**config.mk**
```make
export PLATFORM = sky130hd
export DESIGN_NAME = html_escape_utf8_encoder
export DESIGN_NICKNAME = d
export VERILOG_FILES = /design/src/rtl/hee_pkg.sv /design/src/rtl/hee_front.sv /design/src/rtl/hee_queue.sv /design/src/rtl/hee_back.sv /design/src/rtl/html_escape_utf8_encoder.sv
export SDC_FILE = /design/constraint.sdc
export NUM_CORES = 1
export LEC_CHECK = 0
export ABC_AREA = 0
export BUFFER_PORTS_ARGS = -buffer_cell sky130_fd_sc_hd__clkbuf_2
export CORE_MARGIN = 10
export CORE_UTILIZATION = 55
export CTS_CLUSTER_SIZE = 25
export DETAILED_ROUTE_END_ITERATION = 8
export PLACE_DENSITY = 0.71
export REMOVE_ABC_BUFFERS = 1
export SYNTH_ARGS = -nofsm -noshare
export SYNTH_HDL_FRONTEND = slang
export SYNTH_HIERARCHICAL = 1
export SYNTH_SLANG_ARGS = --single-unit
export TNS_END_PERCENT = 50
```
**constraint.sdc**
```tcl
create_clock -name clk -period 24 [get_ports clk]
set_clock_uncertainty 0.2 [all_clocks]
set_input_delay 4.8 -clock clk [delete_from_list [all_inputs] [get_ports clk]]
set_output_delay 4.8 -clock clk [all_outputs]
set_load 0.03 [all_outputs]
```
**src/rtl/hee_pkg.sv**
```systemverilog
// package for the html escape / utf-8 byte encoder
// holds the mode codes, the queued transaction descriptor and queue sizing
// no dependencies
package hee_pkg;

  localparam logic [1:0] MODE_HTML7 = 2'd0;
  localparam logic [1:0] MODE_HTML8 = 2'd1;
  localparam logic [1:0] MODE_UTF8  = 2'd2;
  localparam logic [1:0] MODE_RSVD  = 2'd3;

  localparam int MAX_BYTES = 6;
  localparam int IDX_W     = $clog2(MAX_BYTES);
  localparam int CNT_W     = $clog2(MAX_BYTES + 1);

  localparam int QUEUE_DEPTH = 2;
  localparam int QPTR_W      = (QUEUE_DEPTH > 1) ? $clog2(QUEUE_DEPTH) : 1;
  localparam int QCNT_W      = $clog2(QUEUE_DEPTH + 1);

  typedef logic [MAX_BYTES-1:0][7:0] byte_row_t;

  // one classified item: bytes in send order, first byte at index 0
  typedef struct packed {
    logic [CNT_W-1:0] nbytes;
    byte_row_t        bytes;
  } desc_t;

  // head of the queue as seen by the back end
  typedef struct packed {
    logic  avail;
    desc_t desc;
  } qhead_t;

endpackage

```
**src/rtl/hee_front.sv**
```systemverilog
// front end: classifies one code point into the bytes it stands for
// uses hee_pkg for mode codes and the descriptor type
// pure combinational, registered by the queue behind it
module hee_front (
  input  logic [20:0]         code_point,
  input  logic                is_placeholder,
  input  logic [1:0]          mode,
  output logic                keep,
  output hee_pkg::desc_t      desc
);

  localparam logic [7:0] CH_AMP  = 8'h26;
  localparam logic [7:0] CH_HASH = 8'h23;
  localparam logic [7:0] CH_SEMI = 8'h3B;
  localparam logic [7:0] CH_LT   = 8'h3C;
  localparam logic [7:0] CH_GT   = 8'h3E;
  localparam logic [7:0] CH_QUOT = 8'h22;
  localparam logic [7:0] CH_ZERO = 8'h30;
  localparam logic [7:0] CH_L    = 8'h6C;
  localparam logic [7:0] CH_T    = 8'h74;
  localparam logic [7:0] CH_G    = 8'h67;
  localparam logic [7:0] CH_A    = 8'h61;
  localparam logic [7:0] CH_M    = 8'h6D;
  localparam logic [7:0] CH_P    = 8'h70;

  // &#NNN; with three decimal digits, tens by reciprocal multiply
  function automatic hee_pkg::byte_row_t dec_entity(input logic [7:0] v);
    logic [1:0]  h;
    logic [6:0]  rem;
    logic [14:0] prod;
    logic [3:0]  tens;
    logic [6:0]  t10;
    logic [3:0]  ones;
    hee_pkg::byte_row_t r;
    if (v >= 8'd200) begin
      h = 2'd2;
    end else if (v >= 8'd100) begin
      h = 2'd1;
    end else begin
      h = 2'd0;
    end
    rem  = 7'(v - 8'(h) * 8'd100);
    prod = {8'b0, rem} * 15'd205;
    tens = prod[14:11];
    t10  = 7'(tens) * 7'd10;
    ones = 4'(rem - t10);
    r[0] = CH_AMP;
    r[1] = CH_HASH;
    r[2] = CH_ZERO + {6'b0, h};
    r[3] = CH_ZERO + {4'b0, tens};
    r[4] = CH_ZERO + {4'b0, ones};
    r[5] = CH_SEMI;
    return r;
  endfunction

  logic [7:0] c8;
  logic       wide;

  assign c8   = code_point[7:0];
  assign wide = (mode == hee_pkg::MODE_UTF8) && (code_point >= 21'h80);
  assign keep = !is_placeholder;

  always_comb begin
    desc.nbytes = '0;
    desc.bytes  = '0;
    if (wide) begin
      priority if (code_point < 21'h800) begin
        desc.nbytes   = hee_pkg::CNT_W'(2);
        desc.bytes[0] = 8'hC0 | {3'b0, code_point[10:6]};
        desc.bytes[1] = 8'h80 | {2'b0, code_point[5:0]};
      end else if (code_point < 21'h10000) begin
        desc.nbytes   = hee_pkg::CNT_W'(3);
        desc.bytes[0] = 8'hE0 | {4'b0, code_point[15:12]};
        desc.bytes[1] = 8'h80 | {2'b0, code_point[11:6]};
        desc.bytes[2] = 8'h80 | {2'b0, code_point[5:0]};
      end else begin
        desc.nbytes   = hee_pkg::CNT_W'(4);
        desc.bytes[0] = 8'hF0 | {5'b0, code_point[20:18]};
        desc.bytes[1] = 8'h80 | {2'b0, code_point[17:12]};
        desc.bytes[2] = 8'h80 | {2'b0, code_point[11:6]};
        desc.bytes[3] = 8'h80 | {2'b0, code_point[5:0]};
      end
    end else begin
      priority if (c8 == CH_LT) begin
        desc.nbytes   = hee_pkg::CNT_W'(4);
        desc.bytes[0] = CH_AMP;
        desc.bytes[1] = CH_L;
        desc.bytes[2] = CH_T;
        desc.bytes[3] = CH_SEMI;
      end else if (c8 == CH_GT) begin
        desc.nbytes   = hee_pkg::CNT_W'(4);
        desc.bytes[0] = CH_AMP;
        desc.bytes[1] = CH_G;
        desc.bytes[2] = CH_T;
        desc.bytes[3] = CH_SEMI;
      end else if (c8 == CH_AMP) begin
        desc.nbytes   = hee_pkg::CNT_W'(5);
        desc.bytes[0] = CH_AMP;
        desc.bytes[1] = CH_A;
        desc.bytes[2] = CH_M;
        desc.bytes[3] = CH_P;
        desc.bytes[4] = CH_SEMI;
      end else if (c8 == CH_QUOT) begin
        desc.nbytes = hee_pkg::CNT_W'(6);
        desc.bytes  = dec_entity(c8);
      end else if (c8 >= 8'h20 && c8 <= 8'h7E) begin
        desc.nbytes   = hee_pkg::CNT_W'(1);
        desc.bytes[0] = c8;
      end else if (mode == hee_pkg::MODE_HTML7) begin
        desc.nbytes = hee_pkg::CNT_W'(6);
        desc.bytes  = dec_entity(c8);
      end else begin
        // control codes and high bytes go out raw
        desc.nbytes   = hee_pkg::CNT_W'(1);
        desc.bytes[0] = c8;
      end
    end
  end

endmodule

```
**src/rtl/hee_queue.sv**
```systemverilog
// short descriptor queue between the front end and the serializer
// uses hee_pkg for the descriptor type and depth
module hee_queue (
  input  logic             clk,
  input  logic             rst,
  input  logic             push,
  input  hee_pkg::desc_t   push_desc,
  output logic             full,
  output hee_pkg::qhead_t  head,
  input  logic             pop
);

  hee_pkg::desc_t                 mem [hee_pkg::QUEUE_DEPTH];
  logic [hee_pkg::QPTR_W-1:0]     wr_ptr;
  logic [hee_pkg::QPTR_W-1:0]     rd_ptr;
  logic [hee_pkg::QCNT_W-1:0]     cnt;

  function automatic logic [hee_pkg::QPTR_W-1:0] ptr_inc(
    input logic [hee_pkg::QPTR_W-1:0] p);
    if (p == hee_pkg::QPTR_W'(hee_pkg::QUEUE_DEPTH - 1)) begin
      return '0;
    end
    return p + 1'b1;
  endfunction

  assign full       = (cnt == hee_pkg::QCNT_W'(hee_pkg::QUEUE_DEPTH));
  assign head.avail = (cnt != '0);
  assign head.desc  = mem[rd_ptr];

  always_ff @(posedge clk) begin
    if (push) begin
      mem[wr_ptr] <= push_desc;
    end
  end

  always_ff @(posedge clk) begin
    if (rst) begin
      wr_ptr <= '0;
      rd_ptr <= '0;
      cnt    <= '0;
    end else begin
      if (push) begin
        wr_ptr <= ptr_inc(wr_ptr);
      end
      if (pop) begin
        rd_ptr <= ptr_inc(rd_ptr);
      end
      if (push && !pop) begin
        cnt <= cnt + 1'b1;
      end else if (pop && !push) begin
        cnt <= cnt - 1'b1;
      end
    end
  end

`ifndef SYNTH
  a_cnt_bound: assert property (@(posedge clk) disable iff (rst)
    cnt <= hee_pkg::QCNT_W'(hee_pkg::QUEUE_DEPTH))
    else $error("queue count beyond depth");
  a_no_underflow: assert property (@(posedge clk) disable iff (rst)
    pop |-> cnt != '0)
    else $error("pop from empty queue");
`endif

endmodule

```
**src/rtl/hee_back.sv**
```systemverilog
// back end: serializes the head descriptor one byte per cycle while out_stall does not hold it
// uses hee_pkg for the queue head type; bytes leave through an output register
module hee_back (
  input  logic             clk,
  input  logic             rst,
  input  hee_pkg::qhead_t  head,
  output logic             pop,
  output logic             out_valid,
  input  logic             out_stall,
  output logic [7:0]       out_byte,
  output logic             last_byte
);

  logic [hee_pkg::IDX_W-1:0] idx;
  logic                      advance;
  logic                      at_last;

  assign advance = head.avail && (!out_valid || !out_stall);
  assign at_last = (idx == hee_pkg::IDX_W'(head.desc.nbytes - 1'b1));
  assign pop     = advance && at_last;

  always_ff @(posedge clk) begin
    if (rst) begin
      idx       <= '0;
      out_valid <= 1'b0;
    end else if (advance) begin
      out_valid <= 1'b1;
      idx       <= at_last ? '0 : idx + 1'b1;
    end else if (!out_stall) begin
      out_valid <= 1'b0;
    end
  end

  always_ff @(posedge clk) begin
    if (advance) begin
      out_byte  <= head.desc.bytes[idx];
      last_byte <= at_last;
    end
  end

`ifndef SYNTH
  a_mid_item_has_head: assert property (@(posedge clk) disable iff (rst)
    idx != '0 |-> head.avail)
    else $error("serializer mid transaction without a queued descriptor");
  a_head_nonempty: assert property (@(posedge clk) disable iff (rst)
    head.avail |-> head.desc.nbytes != '0)
    else $error("queued descriptor carries no bytes");
`endif

endmodule

```
**src/rtl/html_escape_utf8_encoder.sv**
```systemverilog
// Code points in, HTML text bytes out. Each accepted input transaction
// yields one to six output bytes (last_byte marks the final one), or none
// when is_placeholder is set. The front end classifies an item in the cycle
// it is accepted and drops it into a two-entry descriptor queue; the back
// end sends one byte per cycle, while out_stall does not hold it, from the
// queue head through an output register. An item is one byte for plain
// ASCII and raw bytes, four to six for entities, two to four for UTF-8.
// Input is taken every cycle while the queue has room; placeholders never
// reach the queue. Output mode (cfg_wr_data): 0 = 7-bit entities, 1 = 8-bit raw,
// 2 = UTF-8; a write of 3 is ignored. Change it only when idle.
//
// top level: instantiates hee_front, hee_queue and hee_back
// depends on hee_pkg
module html_escape_utf8_encoder (
  input  logic        clk,
  input  logic        rst,
  input  logic        cfg_wr_en,
  input  logic [1:0]  cfg_wr_data,
  input  logic        in_valid,
  output logic        in_stall,
  input  logic [20:0] code_point,
  input  logic        is_placeholder,
  output logic        out_valid,
  input  logic        out_stall,
  output logic [7:0]  out_byte,
  output logic        last_byte
);

  logic [1:0]      mode;
  logic            keep;
  logic            push;
  logic            full;
  logic            pop;
  hee_pkg::desc_t  front_desc;
  hee_pkg::qhead_t head;

  always_ff @(posedge clk) begin
    if (rst) begin
      mode <= hee_pkg::MODE_HTML7;
    end else if (cfg_wr_en && cfg_wr_data != hee_pkg::MODE_RSVD) begin
      mode <= cfg_wr_data;
    end
  end

  assign in_stall = full;
  assign push     = in_valid && !in_stall && keep;

  hee_front u_front (
    .code_point     (code_point),
    .is_placeholder (is_placeholder),
    .mode           (mode),
    .keep           (keep),
    .desc           (front_desc)
  );

  hee_queue u_queue (
    .clk       (clk),
    .rst       (rst),
    .push      (push),
    .push_desc (front_desc),
    .full      (full),
    .head      (head),
    .pop       (pop)
  );

  hee_back u_back (
    .clk       (clk),
    .rst       (rst),
    .head      (head),
    .pop       (pop),
    .out_valid (out_valid),
    .out_stall (out_stall),
    .out_byte  (out_byte),
    .last_byte (last_byte)
  );

`ifndef SYNTH
  a_mode_legal: assert property (@(posedge clk) disable iff (rst)
    mode != hee_pkg::MODE_RSVD)
    else $error("reserved output mode latched");
`endif

endmodule

```
==> reports/qor.yml, run 1 <==
status:
  status: "completed"
global_route:
  grt.overflow.total: 0
  grt_util_met3_pct: 5.11
  grt_pass1_vias: 4553
  antenna_found_initial: 0
  grt_use_total_pct: 17.2
  grt_use_met2_pct: 28.4
  grt_start_max_net_pins: 52
  grt.busiest_layer: "met2"
  use_met1_pct: 20.8
  grt_pass1_wl_mm: 23.7
min_path:
  hold_end: "u_queue/cnt[1]"
  holdCritPathClass: "flip-flop to flip-flop"
  hp-start: "u_queue/cnt[1]"
  min_path_cells: 2
die:
  fp-row-count: 40
  dieHeight_um: 132
  coreArea_sq_um: 12200
  die_w_um: 132
  ioPinCount: 40
  dieArea_sq_um: 17500
  start_util_pct: 57.0
cts:
  cts_buffers: 17
  cts-hold-fix-buffers: 0
  root_buffer: "clkbuf_16"
  post_cts_resize_count: 0
  cts_sinks: 122
  cts_setup_buffers: 0
  cts_tree: "yes"
  clk_pin_slew_ps: 60
  clock_path_buffers: 2
  clk_latency_ps: 410
  h-tree-depth: 4
setup_path:
  crit_top_cell: "ha_1"
  arrival_ps: 11310
  cp_max_fo: 12
  ff2ff_path_depth: 11
  r2r_slack_ps: 20400
  worstSetupPathType: "input port to flip-flop"
  worst_path_max_delay_cell: "o311ai_0"
  crit_buf_inv: 3
  r2r_end: "u_queue/cnt[1]"
  crit_required_ps: 24030
  critPathCaptureType: "flip-flop"
  crit_family: "adder cells"
  slowest_delay_ps: 610
  startpoint_type: "input port"
logic_synthesis:
  async_flop_share_pct: 0
  avgSynthCellArea_sq_um: 13.0
  netlist_area_sq_um: 6930
  netlist.area_leader.share_pct: 48.1
  synthTopCellsByCount: "edfxtp_1, mux2_2, ha_1, inv_1, nand2_1"
  synth_area_leaders: "edfxtp_1, mux2_2, ha_1"
  synth-seq-area-share_pct: 51.3
  synth_cell_types: 71
  yosysWarnings: 6
  yosysTopAreaCell: "edfxtp_1"
  ys_ff_latch: 122
  synth_edf_count: 111
  synth_cells: 535
  synthFlopType: "edfxtp_1"
  yosysMostFrequentCell: "edfxtp_1"
timing:
  finalSetupViolations: 0
  slew_headroom_pct: 42.6
  rsz0062_at_grt: "no"
  report.final.slew_viol_count: 0
  tightest_slew_ps: 857
  period_needed_ps: 11280
  hold_violations: 0
  timing.final.crit_share_pct: 47.0
  fmax_mhz: 88.7
  final.setup.tns_ps: 0
finish:
  utilization_pct: 64.2
  layout.nets: 644
  layoutNonFillerInstCount: 745
  syn_to_final_growth_pct: 12.7
  diodes: 0
  drive_above_1_share_pct: 27.6
drt:
  drt_wl_total_mm: 14.8
  drt-pass1-iter-count: 5
  ant_nets: 0
  vias_per_cell: 5.88
  dr.first_iter.drc_count: 556
  vias: 4380
  avgRoutedWirePerCell_um: 19.8
  drc: 0
flow_run:
  maxCapViolCount: 0
placement:
  numPortBuffers: 39
  routabilityCongestion: 0.919
  dp_cells: 713
  place_hpwl_mm: 10.3
power:
  p_leak_nw: 3.03
  ir_worst_vdd_uv: 80.0
  p_per_area_nw_per_um2: 111
-- cell families after synthesis --
kind of cell               after synthesis  share of synthesized area (%)
adders and majority gates               51                           10.3
and+or+nand+nor                         98                           7.73
other                                    1                         0.0541
xor gates and xnor gates                16                           2.26
DFF                                    122                           51.3
buffers and inverters                   80                           5.63
AOI/OAI and AO/OA                       89                           9.12
muxes                                   78                           13.6
-- cells in the final DEF (no fill, tap or decap), types with 8 or more instances in the layout --
| cell type | n |
|---|---|
| a21oi_1 | 22 |
| clkbuf_16 | 17 |
| clkbuf_2 | 39 |
| dfxtp_1 | 10 |
| edfxtp_1 | 111 |
| fa_1 | 10 |
| ha_1 | 41 |
| inv_1 | 41 |
| mux2_2 | 52 |
| mux2i_1 | 18 |
| mux4_2 | 8 |
| nand2_1 | 27 |
| nor2_1 | 26 |
| o21ai_0 | 14 |
| o22ai_1 | 15 |
| xnor2_1 | 10 |
-- tightest hold or removal path, cell delays in order (launching register included) --
cell and delay [ps]:
dfxtp_1 330, o21ai_0 70, a21oi_1 60
-- power breakdown --
group | leakage (nW) | switching [mW] | internal (mW)
clock network | 0.316 | 0.0877 | 0.186
logic | 1.58 | 0.184 | 0.132
registers | 1.13 | 0.00750 | 0.267
total | 3.03 | 0.280 | 0.586
-- flip-flops by register name, summed over array words and instances, names as in the netlist, named ones only --
signal	cells
u_back/out_valid	1
u_back/out_byte	8
u_queue/rd_ptr	1
mode	2
u_queue/wr_ptr	1
u_queue/cnt	2
u_back/idx	3
u_back/last_byte	1
u_queue/mem	102
-- routing by layer --
metal / part of all wire (%) / up-vias
met2: 49 / 165
met3: 6.0 / 20
met5: 0 / -
li1: - / 2041
met1: 43 / 2154
met4: 1.6 / 0
-- worst max-delay path by stage --
stage                  start                  to  slack (ps)  depth (start not counted)
2_1_floorplan  code_point[4]  u_queue/mem[0][35]       13360                         26
3_3_place_gp   code_point[4]  u_queue/mem[0][35]       12790                         25
3_5_place_dp   code_point[4]  u_queue/mem[0][35]       12360                         25
4_1_cts        code_point[4]  u_queue/mem[1][35]       12760                         25
5_1_grt        code_point[4]  u_queue/mem[1][35]       12210                         27
6_report       code_point[4]  u_queue/mem[1][35]       12720                         25
-- metrics by stage --
stage               hold slack [ps]  worst slack (ps)  power [mW]  instance area (sq um)
global route                    338             12210       0.920                   7810
finish                          315             12720       0.865                   7810
detailed placement              311             12360       0.591                   7170
floorplan                       256             13360       0.514                   6710
CTS                             324             12760       0.870                   7810
global placement                276             12790       0.583                   7170
-- cell type report --
cell class | count | area [sq um]
fill | 911 | 4350
sequential | 122 | 3550
multi-input combinational | 337 | 3010
clock inverter | 8 | 155
timing repair buffer | 44 | 233
inverter | 42 | 158
tap | 168 | 210
clock buffer | 24 | 492
Power figures use the tool's default switching activity.
==> run 2, diff against run 1 <==
Settings changed: PLACE_DENSITY 0.71 to 0.74.
Clock period 24 ns to 9.7 ns, I/O delays scaled along.
==> run 2 against run 1 <==
Against the previous run: die area stayed put; setup slack worse by 11000 ps; via count is 0.66% higher; combinational power grew to 2.5 times the previous value; total power is 140% higher; first-iteration DRC count is 4.7% higher; critical endpoint is now u_queue/mem[0][35]; core utilization is 0.71 points lower; critical path type unchanged; hold slack better by 2.0 ps; count of clock-buffer cells in the layout is 1 lower.
==> reports/qor.yml, run 2 (synthesis gave the netlist of run 1 again) <==
cts:
  cts_setup_buffers: 0  # unchanged
  clk_pin_slew_ps: 60  # about the same
  clk_latency_ps: 410  # about the same
  cts-hold-fix-buffers: 0  # unchanged
  clock_path_buffers: 2  # unchanged
  cts_sinks: 122  # unchanged
  cts_tree: "yes"
  h-tree-depth: 4  # unchanged
  post_cts_resize_count: 0  # unchanged
  root_buffer: "clkbuf_16"
  cts_buffers: 17  # unchanged
global_route:
  grt_pass1_vias: 4398  # -3.4%
  grt.overflow.total: 0  # unchanged
  grt_start_max_net_pins: 52  # unchanged
  grt_pass1_wl_mm: 23.7  # -0.37%
  grt_use_total_pct: 16.9  # -0.27 points
  antenna_found_initial: 0  # unchanged
finish:
  reg_top3: "u_queue/mem: 102 flops, u_back/out_byte: 8 flops, u_back/idx: 3 flops"
  layout_commonest_cell: "edfxtp_1"
  top_register: "u_queue/mem"
  final_cell_mix: "edfxtp_1, mux2_2, inv_1, ha_1, clkbuf_2"
  largest_reg_flops: 102  # unchanged
  fillers: 922  # +1.2%
  diodes: 0  # unchanged
  drive_above_1_share_pct: 27.4  # -0.13 points
  syn_to_final_growth_pct: 11.5
  layout.nets: 643  # -0.16%
setup_path:
  crit_end: "u_queue/mem[0][35]"
  cp_max_fo: 12  # unchanged
  slowest_delay_ps: 600  # about the same
  arrival_ps: 8510  # -2800 ps
  crit_required_ps: 9740  # -14,290 ps
  r2r_end: "u_queue/cnt[1]"
  worst_path_max_delay_cell: "o311ai_0"
  ff2ff_path_depth: 11  # unchanged
  critPathCaptureType: "flip-flop"
  r2r_slack_ps: 6220  # -14,180 ps
  startpoint_type: "input port"
  worstSetupPathType: "input port to flip-flop"
  startpoint: "code_point[4]"
  crit_top_cell: "ha_1"
die:
  fp-row-count: 40  # unchanged
  start_util_pct: 57.0  # unchanged
  die_w_um: 132  # unchanged
  coreArea_sq_um: 12200  # unchanged
  dieArea_sq_um: 17500  # unchanged
  ioPinCount: 40  # unchanged
  dieHeight_um: 132  # unchanged
power:
  pwr-share-seq_pct: 32.9  # +1.1 points
  p_int_mw: 1.37  # +130%
  pwr-share-comb_pct: 38.5  # +1.9 points
  power_mw: 2.07  # +140%
  p_per_area_nw_per_um2: 268  # +140%
  p_leak_nw: 2.98  # -1.6%
  clock_power_share_pct: 28.6  # -3.1 points
  power.share.switching_pct: 33.9  # +1.6 points
  power_switching_mw: 0.700  # +150%
  ir_worst_vdd_uv: 145  # +81%
placement:
  place_hpwl_mm: 10.2  # -0.69%
  routabilityCongestion: 0.910  # -0.96%
  numPortBuffers: 39  # unchanged
timing:
  rsz0062_at_grt: "no"
  holdWs_ps: 317  # +2.03 ps
  report.final.slew_viol_count: 0  # unchanged
  period_needed_ps: 8470
  tightest_slew_ps: 1060  # +204 ps
  hold_violations: 0  # unchanged
  final.setup.tns_ps: 0  # unchanged
  timing.final.crit_share_pct: 87.3
  fmax_mhz: 118
  slew_headroom_pct: 29.2  # -13 points
  finalSetupViolations: 0  # unchanged
drt:
  vias_per_cell: 5.93  # +0.80%
  drc: 0  # unchanged
  dr.first_iter.drc_count: 582  # +4.7%
  avgRoutedWirePerCell_um: 19.6  # -1.3%
  drt_wl_total_mm: 14.6  # -1.4%
  ant_nets: 0  # unchanged
  drt-pass1-iter-count: 5  # unchanged
  vias: 4409  # +0.66%
min_path:
  holdCritPathClass: "flip-flop to flip-flop"
flow_run:
  maxCapViolCount: 0  # unchanged
status:
  status: "completed"
run 2: cell types whose count changed in the layout (fill, tap and decap cells not counted), sizes merged:
| cell | previous run | this run |
|---|---|---|
| bufinv | 4 | 1 |
| clkinvlp | 0 | 2 |
| clkbuf | 63 | 62 |
| inv | 45 | 44 |
| clkinv | 1 | 4 |
| buf | 5 | 4 |
run 2: layer usage:
| metal | global-route usage (%) | vias to the layer above | part of all wire (%) |
|---|---|---|---|
| li1 | - | 2033 | - |
| met1 | 21.6 | 2157 | 42 |
| met2 | 26.4 | 185 | 48 |
| met3 | 5.30 | 34 | 7.5 |
| met4 | 6.42 | 0 | 2.3 |
| met5 | 0 | - | 0 |
run 2: final cells by class:
class	count	area [sq um]	share of cell area (%)
clock inverters	9	90.1	1.17
inverters	42	158	2.04
well taps	168	210	2.72
clock buffers	23	478	6.19
flip-flops and latches	122	3550	46.0
multi-input cells	337	3010	39.0
repair buffers	43	225	2.91
run 2: worst min path at each step:
stage,from,end,cells past startpoint
after floorplan,mode[0],mode[0],2
final,u_queue/cnt[1],u_queue/cnt[1],2
after global placement,u_queue/cnt[1],u_queue/cnt[1],2
after global routing,u_queue/rd_ptr,flip-flop,2
after detailed placement,u_queue/cnt[1],u_queue/cnt[1],2
after CTS,u_queue/cnt[1],u_queue/cnt[1],2
run 2: power groups by stage:
stage	clock (mW)	sequential, mW	combinational (mW)
after floorplan	0	0.731	0.541
after global placement	0	0.688	0.757
after detailed placement	0	0.690	0.782
after CTS	0.600	0.680	0.795
after global routing	0.626	0.685	0.887
final	0.591	0.680	0.796
run 2: metrics by stage:
step / setup WS (ps) / cell area (sq um) / cells / util [%]
floorplan: 1920 / 6710 / 501 / -
global placement: 1350 / 7160 / 712 / 58.9
detailed placement: 952 / 7160 / 712 / 58.9
CTS: 1300 / 7730 / 744 / 63.5
global route: 747 / 7730 / 744 / 63.5
finish: 1230 / 7730 / 744 / 63.5
run 2: worst max-delay path, delay by kind of cell:
| family | cells | cell delay (ps) |
|---|---|---|
| xor gates and xnor gates | 2 | 510 |
| and+or+nand+nor | 6 | 1060 |
| AOI/OAI and AO/OA | 5 | 1660 |
| buffers and inverters | 3 | 420 |
| adders and majority gates | 9 | 2920 |
==> run 3, diff against run 2 <==
Settings changed: RECOVER_POWER set to 50.
==> run 3 against run 2 <==
Against the previous run: the flow now finishes with violations (max-capacitance violations, max-slew violations); first-iteration DRC count increased by 0.69%; via count increased by 0.18%; flip-flop and latch count unchanged; global-route usage unchanged; critical path type unchanged; highest routed layer unchanged.
==> reports/qor.yml, run 3 (synthesis gave the netlist of run 1 again) <==
status:
  status: "complete, but fails checks"
  violations: "max-capacitance violations, max-slew violations"
setup_path:
  crit_end: "u_queue/mem[0][35]"
  cp_max_fo: 12  # unchanged
  startpoint: "code_point[4]"
  worst_path_max_delay_cell: "o311ai_0"
  slowest_delay_ps: 590  # about the same
  ff2ff_path_depth: 11  # unchanged
  r2r_slack_ps: 4440  # -1780 ps
  worstSetupPathType: "input port to flip-flop"
  crit_required_ps: 9740  # about the same
  crit_top_cell: "ha_1"
  arrival_ps: 8490  # -20 ps
  critPathCaptureType: "flip-flop"
  crit_buf_inv: 3  # unchanged
  r2r_end: "u_queue/cnt[1]"
  crit_family: "adder cells"
  crit_cells: 25  # unchanged
  startpoint_type: "input port"
cts:
  cts_sinks: 122  # unchanged
  clock_path_buffers: 2  # unchanged
  post_cts_resize_count: 0  # unchanged
  cts_setup_buffers: 0  # unchanged
  cts-hold-fix-buffers: 0  # unchanged
  cts_tree: "yes"
  clk_pin_slew_ps: 60  # about the same
  clk_latency_ps: 410  # about the same
  root_buffer: "clkbuf_16"
  h-tree-depth: 4  # unchanged
  cts_buffers: 17  # unchanged
finish:
  layout_commonest_cell: "edfxtp_1"
  drive_above_1_share_pct: 23.3  # -4.2 points
  diodes: 0  # unchanged
  layout.nets: 643  # unchanged
  reg_top3: "u_queue/mem: 102 flops, u_back/out_byte: 8 flops, u_back/idx: 3 flops"
  top_register: "u_queue/mem"
  syn_to_final_growth_pct: 10.8
  fillers: 935  # +1.4%
  largest_reg_flops: 102  # unchanged
  layoutNonFillerInstCount: 744  # unchanged
  design_area_sq_um: 7680  # -0.63%
  final_cell_mix: "edfxtp_1, mux2_2, inv_1, ha_1, nand2_1"
global_route:
  grt_start_max_net_pins: 52  # unchanged
  antenna_found_initial: 0  # unchanged
  grt_pass1_vias: 4398  # unchanged
  grt.overflow.total: 0  # unchanged
  grt_pass1_wl_mm: 23.7  # unchanged
  grt_use_total_pct: 16.9  # unchanged
drt:
  drc: 0  # unchanged
  vias: 4417  # +0.18%
  ant_nets: 0  # unchanged
  drt-pass1-iter-count: 6  # +1
  avgRoutedWirePerCell_um: 19.8  # +1.0%
  dr.first_iter.drc_count: 586  # +0.69%
  vias_per_cell: 5.94  # +0.18%
  drt_wl_total_mm: 14.7  # +1.0%
power:
  p_per_area_nw_per_um2: 269  # +0.42%
  power_mw: 2.06  # -0.21%
  ir_worst_vdd_uv: 145  # about the same
  p_leak_nw: 2.92  # -1.9%
die:
  dieHeight_um: 132  # unchanged
  fp-row-count: 40  # unchanged
  die_w_um: 132  # unchanged
  start_util_pct: 57.0  # unchanged
  dieArea_sq_um: 17500  # unchanged
  ioPinCount: 40  # unchanged
  coreArea_sq_um: 12200  # unchanged
flow_run:
  maxCapViolCount: 4  # +4
timing:
  timing.final.crit_share_pct: 87.2  # -0.15 points
  tightest_slew_ps: 3070  # +2010 ps
  final.setup.tns_ps: 0  # unchanged
  hold_violations: 0  # unchanged
  report.final.slew_viol_count: 172  # +172
  slew_headroom_pct: -105  # -130 points
  period_needed_ps: 8460  # -14.6 ps
  finalSetupViolations: 0  # unchanged
  holdWs_ps: 307  # -9.09 ps
  rsz0062_at_grt: "no"
  fmax_mhz: 118  # +0.17%
min_path:
  holdCritPathClass: "flip-flop to flip-flop"
placement:
  place_area_sq_um: 7160  # unchanged
  routabilityCongestion: 0.910  # unchanged
  place_hpwl_mm: 10.2  # unchanged
  dp_cells: 712  # unchanged
  numPortBuffers: 39  # unchanged
==> run 3: changes by cell type in the layout (fill, tap and decap cells not counted), sizes merged <==
| cell | previous run | this run |
|---|---|---|
| clkbuf | 62 | 65 |
| buf | 4 | 1 |
==> run 3: cell type report <==
cell class,count,area [sq um],area share (%)
sequential,122,3550,46.3
tap,168,210,2.74
clock inverter,9,90.1,1.17
clock buffer,23,478,6.23
inverter,42,158,2.05
timing repair buffer,43,198,2.57
multi-input combinational,337,2990,38.9
==> run 3: worst min-delay path by stage <==
stage / cells past startpoint / from / to
global placement: 2 / u_queue/cnt[1] / u_queue/cnt[1]
CTS: 2 / u_queue/cnt[1] / u_queue/cnt[1]
finish: 2 / u_back/out_valid / u_back/out_valid
floorplan: 2 / mode[0] / mode[0]
detailed placement: 2 / u_queue/cnt[1] / u_queue/cnt[1]
global route: 2 / u_queue/rd_ptr / flip-flop
==> run 3: metrics by stage <==
stage | worst slack (ps) | utilization [%]
floorplan | 1920 | -
global placement | 1350 | 58.9
detailed placement | 952 | 58.9
CTS | 1300 | 63.5
global route | 747 | 63.1
finish | 1240 | 63.1
==> run 3: layer usage <==
layer  wire length, um  global-route usage (%)  part of all wire [%]  vias to the layer above
met5                 0                       0                     0                        -
met3              1120                    5.30                   7.6                       33
met4               344                    6.42                   2.3                        0
met2              7070                    26.4                    48                      199
met1              6180                    21.6                    42                     2150
li1                  -                       -                     -                     2035
==> run 3: power breakdown <==
| part | internal (mW) | switching (mW) | leakage [nW] |
|---|---|---|---|
| combinational | 0.328 | 0.461 | 1.52 |
| clock | 0.374 | 0.218 | 0.274 |
| sequential | 0.664 | 0.0180 | 1.13 |
| total | 1.37 | 0.697 | 2.92 |
==> run 3: worst register-to-register path: cells and delay by family (launching register included) <==
family / cells / cell delay (ps)
buffers and inverters: 3 / 2200
and+or+nand+nor: 3 / 940
muxes: 1 / 510
adders and majority gates: 2 / 490
xor gates and xnor gates: 1 / 390
DFF: 1 / 310
AOI/OAI and AO/OA: 1 / 140
